## src/design/b64d_pkg.sv

```systemverilog
package b64d_pkg;

  localparam int CHAR_W   = 8;
  localparam int SEXTET_W = 6;
  localparam int ACC_W    = 24;
  localparam int PADS_W   = 3;
  localparam int COUNT_W  = 2;

  localparam logic [CHAR_W-1:0] PAD_CHAR = 8'h3D;

  typedef enum logic [1:0] {
    KIND_SKIP   = 2'd0,
    KIND_SEXTET = 2'd1,
    KIND_PAD    = 2'd2
  } kind_t;

  typedef struct packed {
    kind_t                 kind;
    logic [SEXTET_W-1:0]   sextet;
    logic                  last;
  } entry_t;

endpackage

```

## src/design/b64d_front.sv

```systemverilog
module b64d_front (
  input  logic                        in_tvalid,
  output logic                        in_tready,
  input  logic [b64d_pkg::CHAR_W-1:0] in_tdata,  // in_char
  input  logic                        in_tlast,  // is_final
  input  logic                        q_full,
  output logic                        push,
  output b64d_pkg::entry_t            push_entry
);

  b64d_pkg::kind_t                 kind;
  logic [b64d_pkg::SEXTET_W-1:0]   sextet;
  logic [b64d_pkg::CHAR_W-1:0]     ch;

  always_comb begin
    ch     = in_tdata;
    kind   = b64d_pkg::KIND_SEXTET;
    sextet = '0;
    if (ch >= 8'h41 && ch <= 8'h5A) begin
      sextet = b64d_pkg::SEXTET_W'(ch - 8'h41);
    end else if (ch >= 8'h61 && ch <= 8'h7A) begin
      sextet = b64d_pkg::SEXTET_W'(ch - 8'h61 + 8'd26);
    end else if (ch >= 8'h30 && ch <= 8'h39) begin
      sextet = b64d_pkg::SEXTET_W'(ch - 8'h30 + 8'd52);
    end else if (ch == 8'h2B) begin
      sextet = 6'd62;
    end else if (ch == 8'h2F) begin
      sextet = 6'd63;
    end else if (ch == b64d_pkg::PAD_CHAR) begin
      kind = b64d_pkg::KIND_PAD;
    end else begin
      kind = b64d_pkg::KIND_SKIP;
    end
  end

  // skipped characters only travel when they close a message
  assign in_tready = !q_full;
  assign push = in_tvalid && in_tready && (kind != b64d_pkg::KIND_SKIP || in_tlast);

  assign push_entry.kind   = kind;
  assign push_entry.sextet = sextet;
  assign push_entry.last   = in_tlast;

endmodule

```

## src/design/b64d_queue.sv

```systemverilog
module b64d_queue #(
  parameter int DEPTH = 2
) (
  input  logic             clk,
  input  logic             rst,
  input  logic             push,
  input  b64d_pkg::entry_t push_entry,
  output logic             full,
  input  logic             pop,
  output logic             pop_valid,
  output b64d_pkg::entry_t pop_entry
);

  localparam int AW = (DEPTH > 1) ? $clog2(DEPTH) : 1;
  localparam int CW = $clog2(DEPTH + 1);

  b64d_pkg::entry_t mem [DEPTH];
  logic [AW-1:0]    wr_ptr;
  logic [AW-1:0]    rd_ptr;
  logic [CW-1:0]    count;

  assign full      = (count == CW'(DEPTH));
  assign pop_valid = (count != '0);
  assign pop_entry = mem[rd_ptr];

  always_ff @(posedge clk) begin
    if (push) begin
      mem[wr_ptr] <= push_entry;
    end
  end

  always_ff @(posedge clk) begin
    if (rst) begin
      wr_ptr <= '0;
      rd_ptr <= '0;
      count  <= '0;
    end else begin
      if (push) begin
        wr_ptr <= (wr_ptr == AW'(DEPTH - 1)) ? '0 : wr_ptr + 1'b1;
      end
      if (pop) begin
        rd_ptr <= (rd_ptr == AW'(DEPTH - 1)) ? '0 : rd_ptr + 1'b1;
      end
      if (push && !pop) begin
        count <= count + 1'b1;
      end else if (pop && !push) begin
        count <= count - 1'b1;
      end
    end
  end

  a_no_overflow: assert property (@(posedge clk) disable iff (rst) push |-> !full)
    else $error("queue written while full");
  a_no_underflow: assert property (@(posedge clk) disable iff (rst) pop |-> pop_valid)
    else $error("queue read while empty");
  a_count_range: assert property (@(posedge clk) disable iff (rst) count <= CW'(DEPTH))
    else $error("queue count out of range");

endmodule

```

## src/design/b64d_back.sv

```systemverilog
module b64d_back (
  input  logic             clk,
  input  logic             rst,
  input  logic             q_valid,
  input  b64d_pkg::entry_t q_entry,
  output logic             q_pop,
  output logic             out_tvalid,
  input  logic             out_tready,
  output logic [31:0]      out_tdata,  // first_byte, second_byte, third_byte, byte_count
  output logic             out_tlast   // end_of_message
);

  logic [b64d_pkg::ACC_W-1:0]    acc;
  logic [1:0]                    held;
  logic [b64d_pkg::PADS_W-1:0]   pad_seen;
  logic                          stopped;

  logic [7:0]                    first_byte;
  logic [7:0]                    second_byte;
  logic [7:0]                    third_byte;
  logic [b64d_pkg::COUNT_W-1:0]  byte_count;
  logic                          end_of_message;

  logic                          take;
  logic                          is_pad;
  logic [b64d_pkg::SEXTET_W-1:0] sx;
  logic [b64d_pkg::ACC_W-1:0]    acc_sh;
  logic [b64d_pkg::PADS_W-1:0]   pads_inc;
  logic                          group_full;
  logic [1:0]                    held_after;
  logic [b64d_pkg::ACC_W-1:0]    acc_after;
  logic [b64d_pkg::PADS_W-1:0]   pads_after;
  logic [b64d_pkg::ACC_W-1:0]    fin_acc;
  logic [b64d_pkg::PADS_W-1:0]   fin_pads;
  logic                          emit;
  logic [b64d_pkg::ACC_W-1:0]    emit_acc;
  logic [b64d_pkg::PADS_W-1:0]   emit_pads;
  logic [b64d_pkg::COUNT_W-1:0]  emit_count;

  assign q_pop = q_valid && (!out_tvalid || out_tready);

  always_comb begin
    is_pad     = (q_entry.kind == b64d_pkg::KIND_PAD);
    take       = !stopped && (q_entry.kind != b64d_pkg::KIND_SKIP);
    sx         = is_pad ? '0 : q_entry.sextet;
    acc_sh     = {acc[b64d_pkg::ACC_W-b64d_pkg::SEXTET_W-1:0], sx};
    pads_inc   = pad_seen + b64d_pkg::PADS_W'(is_pad);
    group_full = take && (held == 2'd3);
    held_after = take ? held + 2'd1 : held;
    acc_after  = take ? acc_sh : acc;
    pads_after = take ? pads_inc : pad_seen;

    // partial group at message end: pad out with zero sextets
    unique case (held_after)
      2'd1:    fin_acc = {acc_after[5:0], 18'd0};
      2'd2:    fin_acc = {acc_after[11:0], 12'd0};
      2'd3:    fin_acc = {acc_after[17:0], 6'd0};
      default: fin_acc = '0;
    endcase
    fin_pads = pads_after + 3'd4 - {1'b0, held_after};

    emit      = group_full || q_entry.last;
    emit_acc  = group_full ? acc_sh : fin_acc;
    emit_pads = group_full ? pads_inc : fin_pads;

    unique case (emit_pads)
      3'd0:    emit_count = 2'd3;
      3'd1:    emit_count = 2'd2;
      3'd2:    emit_count = 2'd1;
      default: emit_count = 2'd0;
    endcase
  end

  always_ff @(posedge clk) begin
    if (rst) begin
      acc      <= '0;
      held     <= '0;
      pad_seen <= '0;
      stopped  <= 1'b0;
    end else if (q_pop) begin
      if (q_entry.last || group_full) begin
        acc      <= '0;
        held     <= '0;
        pad_seen <= '0;
        stopped  <= !q_entry.last && (pads_inc != '0);
      end else if (take) begin
        acc      <= acc_sh;
        held     <= held + 2'd1;
        pad_seen <= pads_inc;
      end
    end
  end

  always_ff @(posedge clk) begin
    if (rst) begin
      out_tvalid <= 1'b0;
    end else if (q_pop && emit) begin
      out_tvalid <= 1'b1;
    end else if (out_tready) begin
      out_tvalid <= 1'b0;
    end
  end

  always_ff @(posedge clk) begin
    if (q_pop && emit) begin
      first_byte     <= (emit_count >= 2'd1) ? emit_acc[23:16] : 8'd0;
      second_byte    <= (emit_count >= 2'd2) ? emit_acc[15:8] : 8'd0;
      third_byte     <= (emit_count == 2'd3) ? emit_acc[7:0] : 8'd0;
      byte_count     <= emit_count;
      end_of_message <= q_entry.last;
    end
  end

  assign out_tdata = {6'd0, byte_count, third_byte, second_byte, first_byte};
  assign out_tlast = end_of_message;

  a_unused_bytes_zero: assert property (@(posedge clk) disable iff (rst)
    out_tvalid |-> (byte_count == 2'd3 || third_byte == 8'd0) &&
                   (byte_count >= 2'd2 || second_byte == 8'd0) &&
                   (byte_count >= 2'd1 || first_byte == 8'd0))
    else $error("byte beyond count not zero");
  a_stopped_empty_group: assert property (@(posedge clk) disable iff (rst)
    stopped |-> (held == 2'd0 && pad_seen == '0))
    else $error("group state held while stopped");
  a_pads_within_group: assert property (@(posedge clk) disable iff (rst)
    pad_seen <= {1'b0, held})
    else $error("more pads than sextets in group");

endmodule

```

## src/design/base64_stream_decoder.sv

```systemverilog
// Base64 decoder for the standard alphabet, one character per item. Characters outside
// A-Z a-z 0-9 + / and '=' are dropped; '=' stands for a zero sextet and counts as a pad.
// Every fourth sextet gives one result with 3, 2, 1 or 0 bytes for 0, 1, 2 or more pads,
// and after a padded group the rest of the message is ignored. The item flagged with tlast
// always gives one result with tlast set, completing a partial group with padding (byte
// count 0 if nothing is pending). One item is taken every cycle while the output is taken;
// an item passes the classifier into a QUEUE_DEPTH-entry queue, and any result is registered
// in the output register when the back end pops that item from the queue.
module base64_stream_decoder #(
  parameter int QUEUE_DEPTH = 2
) (
  input  logic        clk,
  input  logic        rst,
  input  logic        in_tvalid,
  output logic        in_tready,
  input  logic [7:0]  in_tdata,   // in_char
  input  logic        in_tlast,   // is_final
  output logic        out_tvalid,
  input  logic        out_tready,
  output logic [31:0] out_tdata,  // first_byte, second_byte, third_byte, byte_count
  output logic        out_tlast   // end_of_message
);

  logic             push;
  logic             q_full;
  logic             q_pop;
  logic             q_valid;
  b64d_pkg::entry_t push_entry;
  b64d_pkg::entry_t q_entry;

  b64d_front u_front (
    .in_tvalid  (in_tvalid),
    .in_tready  (in_tready),
    .in_tdata   (in_tdata),
    .in_tlast   (in_tlast),
    .q_full     (q_full),
    .push       (push),
    .push_entry (push_entry)
  );

  b64d_queue #(
    .DEPTH (QUEUE_DEPTH)
  ) u_queue (
    .clk        (clk),
    .rst        (rst),
    .push       (push),
    .push_entry (push_entry),
    .full       (q_full),
    .pop        (q_pop),
    .pop_valid  (q_valid),
    .pop_entry  (q_entry)
  );

  b64d_back u_back (
    .clk        (clk),
    .rst        (rst),
    .q_valid    (q_valid),
    .q_entry    (q_entry),
    .q_pop      (q_pop),
    .out_tvalid (out_tvalid),
    .out_tready (out_tready),
    .out_tdata  (out_tdata),
    .out_tlast  (out_tlast)
  );

endmodule

```

## config.mk

```make
export PLATFORM = sky130hd
export DESIGN_NAME = base64_stream_decoder
export DESIGN_NICKNAME = d
export VERILOG_FILES = /design/src/design/b64d_pkg.sv /design/src/design/b64d_front.sv /design/src/design/b64d_queue.sv /design/src/design/b64d_back.sv /design/src/design/base64_stream_decoder.sv
export SDC_FILE = /design/constraint.sdc
export NUM_CORES = 1
export LEC_CHECK = 0
export ABC_CLOCK_PERIOD_IN_PS = 3100
export BUFFER_PORTS_ARGS = -buffer_cell sky130_fd_sc_hd__buf_4
export CAP_MARGIN = 20
export CELL_PAD_IN_SITES_DETAIL_PLACEMENT = 1
export CELL_PAD_IN_SITES_GLOBAL_PLACEMENT = 2
export CORE_MARGIN = 5
export CORE_UTILIZATION = 23
export DETAILED_ROUTE_END_ITERATION = 10
export GPL_ROUTABILITY_DRIVEN = 0
export PLACE_DENSITY_LB_ADDON = 0.2
export SKIP_LAST_GASP = 1
export SLEW_MARGIN = 0
export SYNTH_ARGS = -nofsm -noshare
export SYNTH_HDL_FRONTEND = slang
export SYNTH_SLANG_ARGS = --single-unit
```

## constraint.sdc

```tcl
create_clock -name clk -period 3.1 [get_ports clk]
set_clock_uncertainty 0.15 [all_clocks]
set_input_delay 0.155 -clock clk [delete_from_list [all_inputs] [get_ports clk]]
set_output_delay 0.155 -clock clk [all_outputs]
set_load 0.1 [all_outputs]
```

==> results.ini, run 1 <==
[sta]
setup_violations = 18
rsz0062_at_grt = true
finalHoldViolCount = 0
max_freq_mhz = 317.6
drv_slew = 0
period_share = 1.016
fin_crit_ns = 3.148
setup_ws_ns = -0.04822
tns_ns = -0.4939
worst_slew_pin_slew_ns = 0.5071
max_slew_margin = 0.6604
hold_slack_ns = 0.04871

[placed_design]
hpwl_um = 10180
port_buffers = 41
placed_area_mm2 = 0.005121

[critical_path]
crit_required_ns = 3.02
r2r-end = u_back.first_byte[5]
worstPathArrival_ns = 3.07
cp-end-kind = flip-flop
regToRegSetupSlack_ns = -0.05
reg2reg_from = u_queue.mem[1][8]
crit_buf_inv = 1
slowest_delay_ns = 0.44
crit_type = flip-flop to flip-flop
cp_max_fo = 8
worstPathCellList = buf_4 > nand2b_4 > mux2i_1 > ha_2 > ha_4 > mux2_4 > ha_4 > ha_4 > xnor2_4 > o21ai_2 > a221o_2 > nand4_4 > a31oi_1
cp_top_family = adder cells
cpMostUsedCell = ha_4
critical_path.slowest_cell = a221o_2
rr_worst_depth = 13
cp-start-kind = flip-flop

[clocking]
cts_buffers = 9
clock_sinks = 75
clockBufferDepth = 2
htreeDepth = 3
root_buffer = clkbuf_16
insertion_delay_ns = 0.35
cts_tree = yes
clk_pin_slew_ns = 0.06

[synth]
yosysTopAreaCell = edfxtp_1
ys.warnings.count = 0
avgSynthCellArea_um2 = 10.16
ys_seq_elements = 75
synthesis.area_mm2 = 0.004288
ys_seq_area_frac = 0.4552
synth_edf_count = 45
syn_inst = 422
yosys.cell_types.count = 67
synth_area_leaders = edfxtp_1, dfxtp_1, ha_1, a22oi_1, nor2_1
synth.top_cell.area_share = 0.3151
async_flop_share = 0
ys.flop_type = edfxtp_1

[routing]
wl_met2_um = 6969
wl_met1_um = 5499
dr.first_iter.drc_count = 165
antenna_left = 0
drt_wl_total_um = 13350
dr.pass1.iters = 4
highest_layer = met4
wl_per_cell_um = 18.09
met3_length_um = 548
via_count = 3616
drc = 0
routed_via_density = 4.900

[final_layout]
drive_gt1_frac = 0.2758
final_cell_area_mm2 = 0.005558
fillers = 2103
diodes = 0
area_growth_pct = 29.62
fin_util = 0.3001
finalNetCount = 528

[die]
rows = 50
die_w_um = 146.5
core-area_mm2 = 0.01852
die-area_mm2 = 0.02147
pin_count = 48
start_util = 0.2316
die_h_um = 146.5

[power_and_ir_drop]
p_total_w = 0.004953
ir_drop_uv = 269.2
p_per_area_mw_per_mm2 = 891.2
leakage_nw = 2.073

[run_status]
violations = negative setup slack
status = finished with violations

[worst_hold_path]
hp-start = rst
holdPathEnd = u_queue.rd_ptr
holdPathStages = 2
hold_class = input port to flip-flop

[global_route]
first_global_vias = 3822
grt_use_total = 0.1272
grt_max_degree = 28
overflow = 0
grt_pass1_wl_um = 21430
grt_antenna_before_repair = 0

[flow_run]
cap_violations = 0

-- logic make-up (layout without fill, tap and decap cells) --
group           count (synthesis)  in the layout  share of synthesized area
compound gates                118            118                     0.2025
fa+ha+maj                      16             16                    0.04669
flops                          75             75                     0.4552
buf+inv                        42            119                    0.04552
xor+xnor                       13             13                    0.02655
simple gates                  142            142                     0.1853
other cells                     1              6                  0.0008746
mux                            15             15                    0.03735
-- per-layer routing --
| layer | GRT usage | vias to the layer above |
|---|---|---|
| li1 | - | 1741 |
| met1 | 0.1494 | 1784 |
| met2 | 0.2227 | 71 |
| met3 | 0.02297 | 20 |
| met4 | 0.06303 | 0 |
| met5 | 0 | - |
-- worst register-to-register path: stages (launching register included) --
cell,delay (ns)
edfxtp_1,0.40
buf_4,0.17
nand2b_4,0.06
mux2i_1,0.07
ha_2,0.20
ha_4,0.21
mux2_4,0.27
ha_4,0.23
ha_4,0.17
xnor2_4,0.15
o21ai_2,0.10
a221o_2,0.44
nand4_4,0.18
a31oi_1,0.08
-- flip-flops by register name, summed over array words and instances, names as in the netlist, 2 cells and up, named ones only --
name,flops
u_queue.mem,18
u_back.byte_count,2
u_back.held,2
u_back.pad_seen,3
u_queue.count,2
u_back.first_byte,8
u_back.third_byte,8
u_back.acc,18
u_back.second_byte,8
-- worst max-delay path by stage --
stage	slack (ns)	cells after the start	startpoint	end
4_1_cts	-0.13	12	u_queue.mem[0][7]	u_back.first_byte[5]
3_5_place_dp	-0.17	12	u_queue.mem[0][7]	u_back.first_byte[5]
2_1_floorplan	0.02	12	u_queue.mem[1][7]	u_back.byte_count[1]
3_3_place_gp	-0.06	12	u_queue.mem[0][7]	u_back.second_byte[2]
6_report	-0.05	13	u_queue.mem[1][8]	u_back.first_byte[5]
5_1_grt	-0.18	12	u_queue.mem[1][7]	u_back.first_byte[3]
-- cell type report --
class,instances,area [um2],share of cell area
Clock buffer,10,229.0,0.04120
Sequential cell,75,1953,0.3514
Multi-Input combinational cell,310,2292,0.4124
Clock inverter,6,56.30,0.01013
Timing Repair Buffer,87,674.4,0.1213
Inverter,16,60.06,0.01081
Tap cell,234,292.8,0.05268
-- repair_timing --
item / CTS / global route
pin swaps: 11 / 4
buffers inserted: 4 / 4
gates resized for setup: 10 / 3
hold buffers: 2 / 0
setup endpoints to repair: 20 / 20
endpoints found under the hold margin: 3 / 0
-- synthesized netlist by cell type (6+ instances only) --
cell type and n:
a22o_1 7, mux2i_1 7, clkbuf_1 11, mux2_2 7, inv_1 16, buf_4 8
nand3_1 14, a22oi_1 20, ha_1 16, o21ai_0 14, dfxtp_1 30, o211ai_1 6
nand2b_1 8, a31oi_1 11, xnor2_1 9, nor2_1 36, and3_1 6, nor2b_1 10
a21oi_1 20, edfxtp_1 45, nand2_1 30, buf_2 6
-- per-stage QoR --
stage	worst slack, ns	std cells
after floorplan	0.02215	427
after global placement	-0.06429	712
after detailed placement	-0.1656	712
after CTS	-0.1285	734
after global routing	-0.1834	738
final	-0.04822	738
-- power by group --
| part | switching [W] | internal [W] | total (W) |
|---|---|---|---|
| combinational | 0.00176 | 0.000807 | 0.00257 |
| sequential | 0.0000935 | 0.00128 | 0.00137 |
| clock | 0.000399 | 0.000614 | 0.00101 |
| total | 0.00225 | 0.00270 | 0.00495 |
-- layout by cell type, fill, tap and decap left out, types with 3 or more instances in the layout --
master	count
a222oi_1	5
nand3_1	14
inv_1	15
and3_1	6
clkinv_1	3
a221oi_1	3
conb_1	6
ha_4	3
xor2_1	4
nor2b_1	10
a32oi_1	3
a22o_1	7
nor3_1	4
nand2_1	29
nand2b_1	6
clkbuf_16	9
ha_1	11
o211ai_1	6
buf_4	83
a22oi_1	20
a21oi_1	20
or3_1	4
edfxtp_1	45
and2_1	3
xnor2_1	8
dfxtp_1	29
a31oi_1	11
mux2_2	6
o21ai_0	12
nor2_1	35
or3b_2	5
mux2i_1	6
a32o_1	3
No activity file was read; power rests on OpenSTA's default activity.
==> run 2: changes to the inputs <==
--- a/config.mk
+++ b/config.mk
@@ -5,7 +5,7 @@
 export SDC_FILE = /design/constraint.sdc
 export NUM_CORES = 1
 export LEC_CHECK = 0
-export ABC_CLOCK_PERIOD_IN_PS = 3100
+export ABC_CLOCK_PERIOD_IN_PS = 3830
 export BUFFER_PORTS_ARGS = -buffer_cell sky130_fd_sc_hd__buf_4
 export CAP_MARGIN = 20
 export CELL_PAD_IN_SITES_DETAIL_PLACEMENT = 1
==> constraint.sdc (replaced) <==
create_clock -name clk -period 3.83 [get_ports clk]
set_clock_uncertainty 0.15 [all_clocks]
set_input_delay 0.1915 -clock clk [delete_from_list [all_inputs] [get_ports clk]]
set_output_delay 0.1915 -clock clk [all_outputs]
set_load 0.1 [all_outputs]
==> run 2 against run 1 <==
  * The run now ends clean
  * Final area fell by 5.9%
  * Maximum frequency fell by 14%
  * Critical path depth fell by 1
  * Critical path type unchanged
  * Critical endpoint is now u_back.first_byte[6]
  * Largest cell class unchanged
==> results.ini, run 2 (synthesis gave the netlist of run 1 again) <==
[routing]
dr.pass1.iters = 4  ; unchanged
met3_length_um = 458  ; -16%
via_count = 3508  ; -3.0%
wl_met2_um = 6295  ; -9.7%
highest_layer = met4
drt_wl_total_um = 13140  ; -1.6%
antenna_left = 0  ; unchanged
wl_per_cell_um = 18.47  ; +2.1%
routed_via_density = 4.934  ; +0.70%
dr.first_iter.drc_count = 185  ; +12%
wl_met1_um = 6146  ; +12%
drc = 0  ; unchanged

[global_route]
grt_pass1_wl_um = 21000  ; -2.0%
grt_use_total = 0.1243  ; -0.002864
first_global_vias = 3729  ; -2.4%
grt_antenna_before_repair = 0  ; unchanged
overflow = 0  ; unchanged
grt_max_degree = 28  ; unchanged

[sta]
max_slew_margin = 0.4223  ; -0.2381
rsz0062_at_grt = true
period_share = 0.9517  ; -0.06387
tns_ns = 0  ; +0.4939 ns
worst_slew_pin_slew_ns = 0.8614  ; +0.3544 ns
max_freq_mhz = 274.4  ; -14%
setup_violations = 0  ; -18
finalHoldViolCount = 0  ; unchanged
drv_slew = 0  ; unchanged
fin_crit_ns = 3.645  ; +0.4967 ns

[final_layout]
final_common_cell = buf_4
most-common-layout-cells = buf_4, edfxtp_1, nor2_1
area_growth_pct = 21.94
finalNetCount = 501  ; -5.1%
diodes = 0  ; unchanged
drive_gt1_frac = 0.2034  ; -0.07244
fillers = 2162  ; +2.8%
fin_util = 0.2824  ; -0.01777
final_cell_area_mm2 = 0.005229  ; -5.9%
top_regs = u_back.acc: 18 flops, u_queue.mem: 18 flops

[critical_path]
cp_max_fo = 8  ; unchanged
cp_top_family = adder cells
cp-end-kind = flip-flop
crit_buf_inv = 1  ; unchanged
crit_required_ns = 3.77  ; +0.75 ns
critical_path.slowest_cell = dfxtp_1
cp-start-kind = flip-flop
crit_type = flip-flop to flip-flop
slowest_delay_ns = 0.45  ; about the same
worstPathArrival_ns = 3.59  ; +0.52 ns
cpMostUsedCell = ha_1
worstPathCellList = inv_1 > mux2i_1 > ha_1 > ha_1 > mux2_2 > ha_1 > ha_1 > xnor2_1 > o21ai_1 > a221o_1 > nand4_2 > nor2_1

[clocking]
clock_sinks = 75  ; unchanged
root_buffer = clkbuf_16
clockBufferDepth = 2  ; unchanged
clk_pin_slew_ns = 0.06  ; about the same
cts_tree = yes
htreeDepth = 3  ; unchanged
post_cts_buffers = 0  ; -4
cts_buffers = 9  ; unchanged
insertion_delay_ns = 0.35  ; about the same

[power_and_ir_drop]
leakage_nw = 1.939  ; -6.5%
ir_drop_uv = 524.0  ; +95%
netSwitchingFraction = 0.4607  ; +0.005492
clkPwrFrac = 0.230  ; +0.025
p_int_w = 0.002092  ; -22%
p_per_area_mw_per_mm2 = 741.8  ; -17%
seq_power_share = 0.286  ; +0.009
p_total_w = 0.003878  ; -22%
combPwrFrac = 0.484  ; -0.035
p_sw_w = 0.001787  ; -21%

[die]
die_h_um = 146.5  ; unchanged
pin_count = 48  ; unchanged
start_util = 0.2316  ; unchanged
die-area_mm2 = 0.02147  ; unchanged
core-area_mm2 = 0.01852  ; unchanged
rows = 50  ; unchanged
die_w_um = 146.5  ; unchanged

[worst_hold_path]
hold_class = input port to flip-flop

[run_status]
status = finished, final reports clean

[placed_design]
port_buffers = 41  ; unchanged
placed_area_mm2 = 0.004900  ; -4.3%
hpwl_um = 9816  ; -3.5%

[flow_run]
cap_violations = 0  ; unchanged

-- run 2: per-layer routing --
| metal | vias up | GRT usage |
|---|---|---|
| met4 | 0 | 0.04327 |
| li1 | 1692 | - |
| met1 | 1753 | 0.1591 |
| met2 | 52 | 0.2063 |
| met5 | - | 0 |
| met3 | 11 | 0.02855 |
-- run 2: per-stage QoR --
| step | instances | hold slack, ns | worst slack [ns] |
|---|---|---|---|
| 5_1_grt | 711 | 0.1035 | -0.003078 |
| 4_1_cts | 711 | 0.06273 | 0.07648 |
| 6_report | 711 | 0.06987 | 0.1851 |
| 2_1_floorplan | 427 | 0.1404 | 0.4065 |
| 3_5_place_dp | 693 | 0.2489 | 0.08703 |
| 3_3_place_gp | 693 | 0.2470 | 0.2989 |
-- run 2: cell type report --
type                    count  area (um2)  area share
well taps                 234       292.8     0.05599
clock buffers              10       229.0     0.04379
multi-input cells         310        2160      0.4130
flip-flops and latches     75        1952      0.3733
clock inverters             6       80.08     0.01531
repair buffers             60       455.4     0.08710
inverters                  16       60.06     0.01149
-- run 2: final timing paths --
check	slack, ns	end	cells past startpoint	startpoint
max	0.19	u_back.first_byte[6]	12	flip-flop
min reg2reg	0.33	u_back.pad_seen[0]	2	u_back.pad_seen[0]
min	0.07	u_back.acc[6]	2	rst
max reg2reg	0.19	u_back.first_byte[6]	12	flip-flop
-- run 2: worst reg2reg max path, delay by kind of cell, from the launching register on --
family                   cells  cell delay, ns
multiplexers                 2            0.46
buffers and inverters        1            0.14
flip-flops                   1            0.45
adder cells (fa/ha/maj)      4            1.02
XOR/XNOR                     1            0.23
AND/OR/NAND/NOR              2            0.35
AO/OA/AOI/OAI                2            0.60
-- run 2: what timing repair did --
item                                    CTS  global route
endpoints found under the setup margin    0            16
hold endpoints to repair                  3             0
hold buffers                              2             0
gates resized for setup                   0             1
-- run 2: power by group through the flow --
stage	clock, W	combinational, W	sequential, W
2_1_floorplan	0	0.000866	0.00162
3_3_place_gp	0	0.00188	0.00112
3_5_place_dp	0	0.00189	0.00113
4_1_cts	0.000919	0.00190	0.00111
5_1_grt	0.000952	0.00200	0.00113
6_report	0.000894	0.00188	0.00111
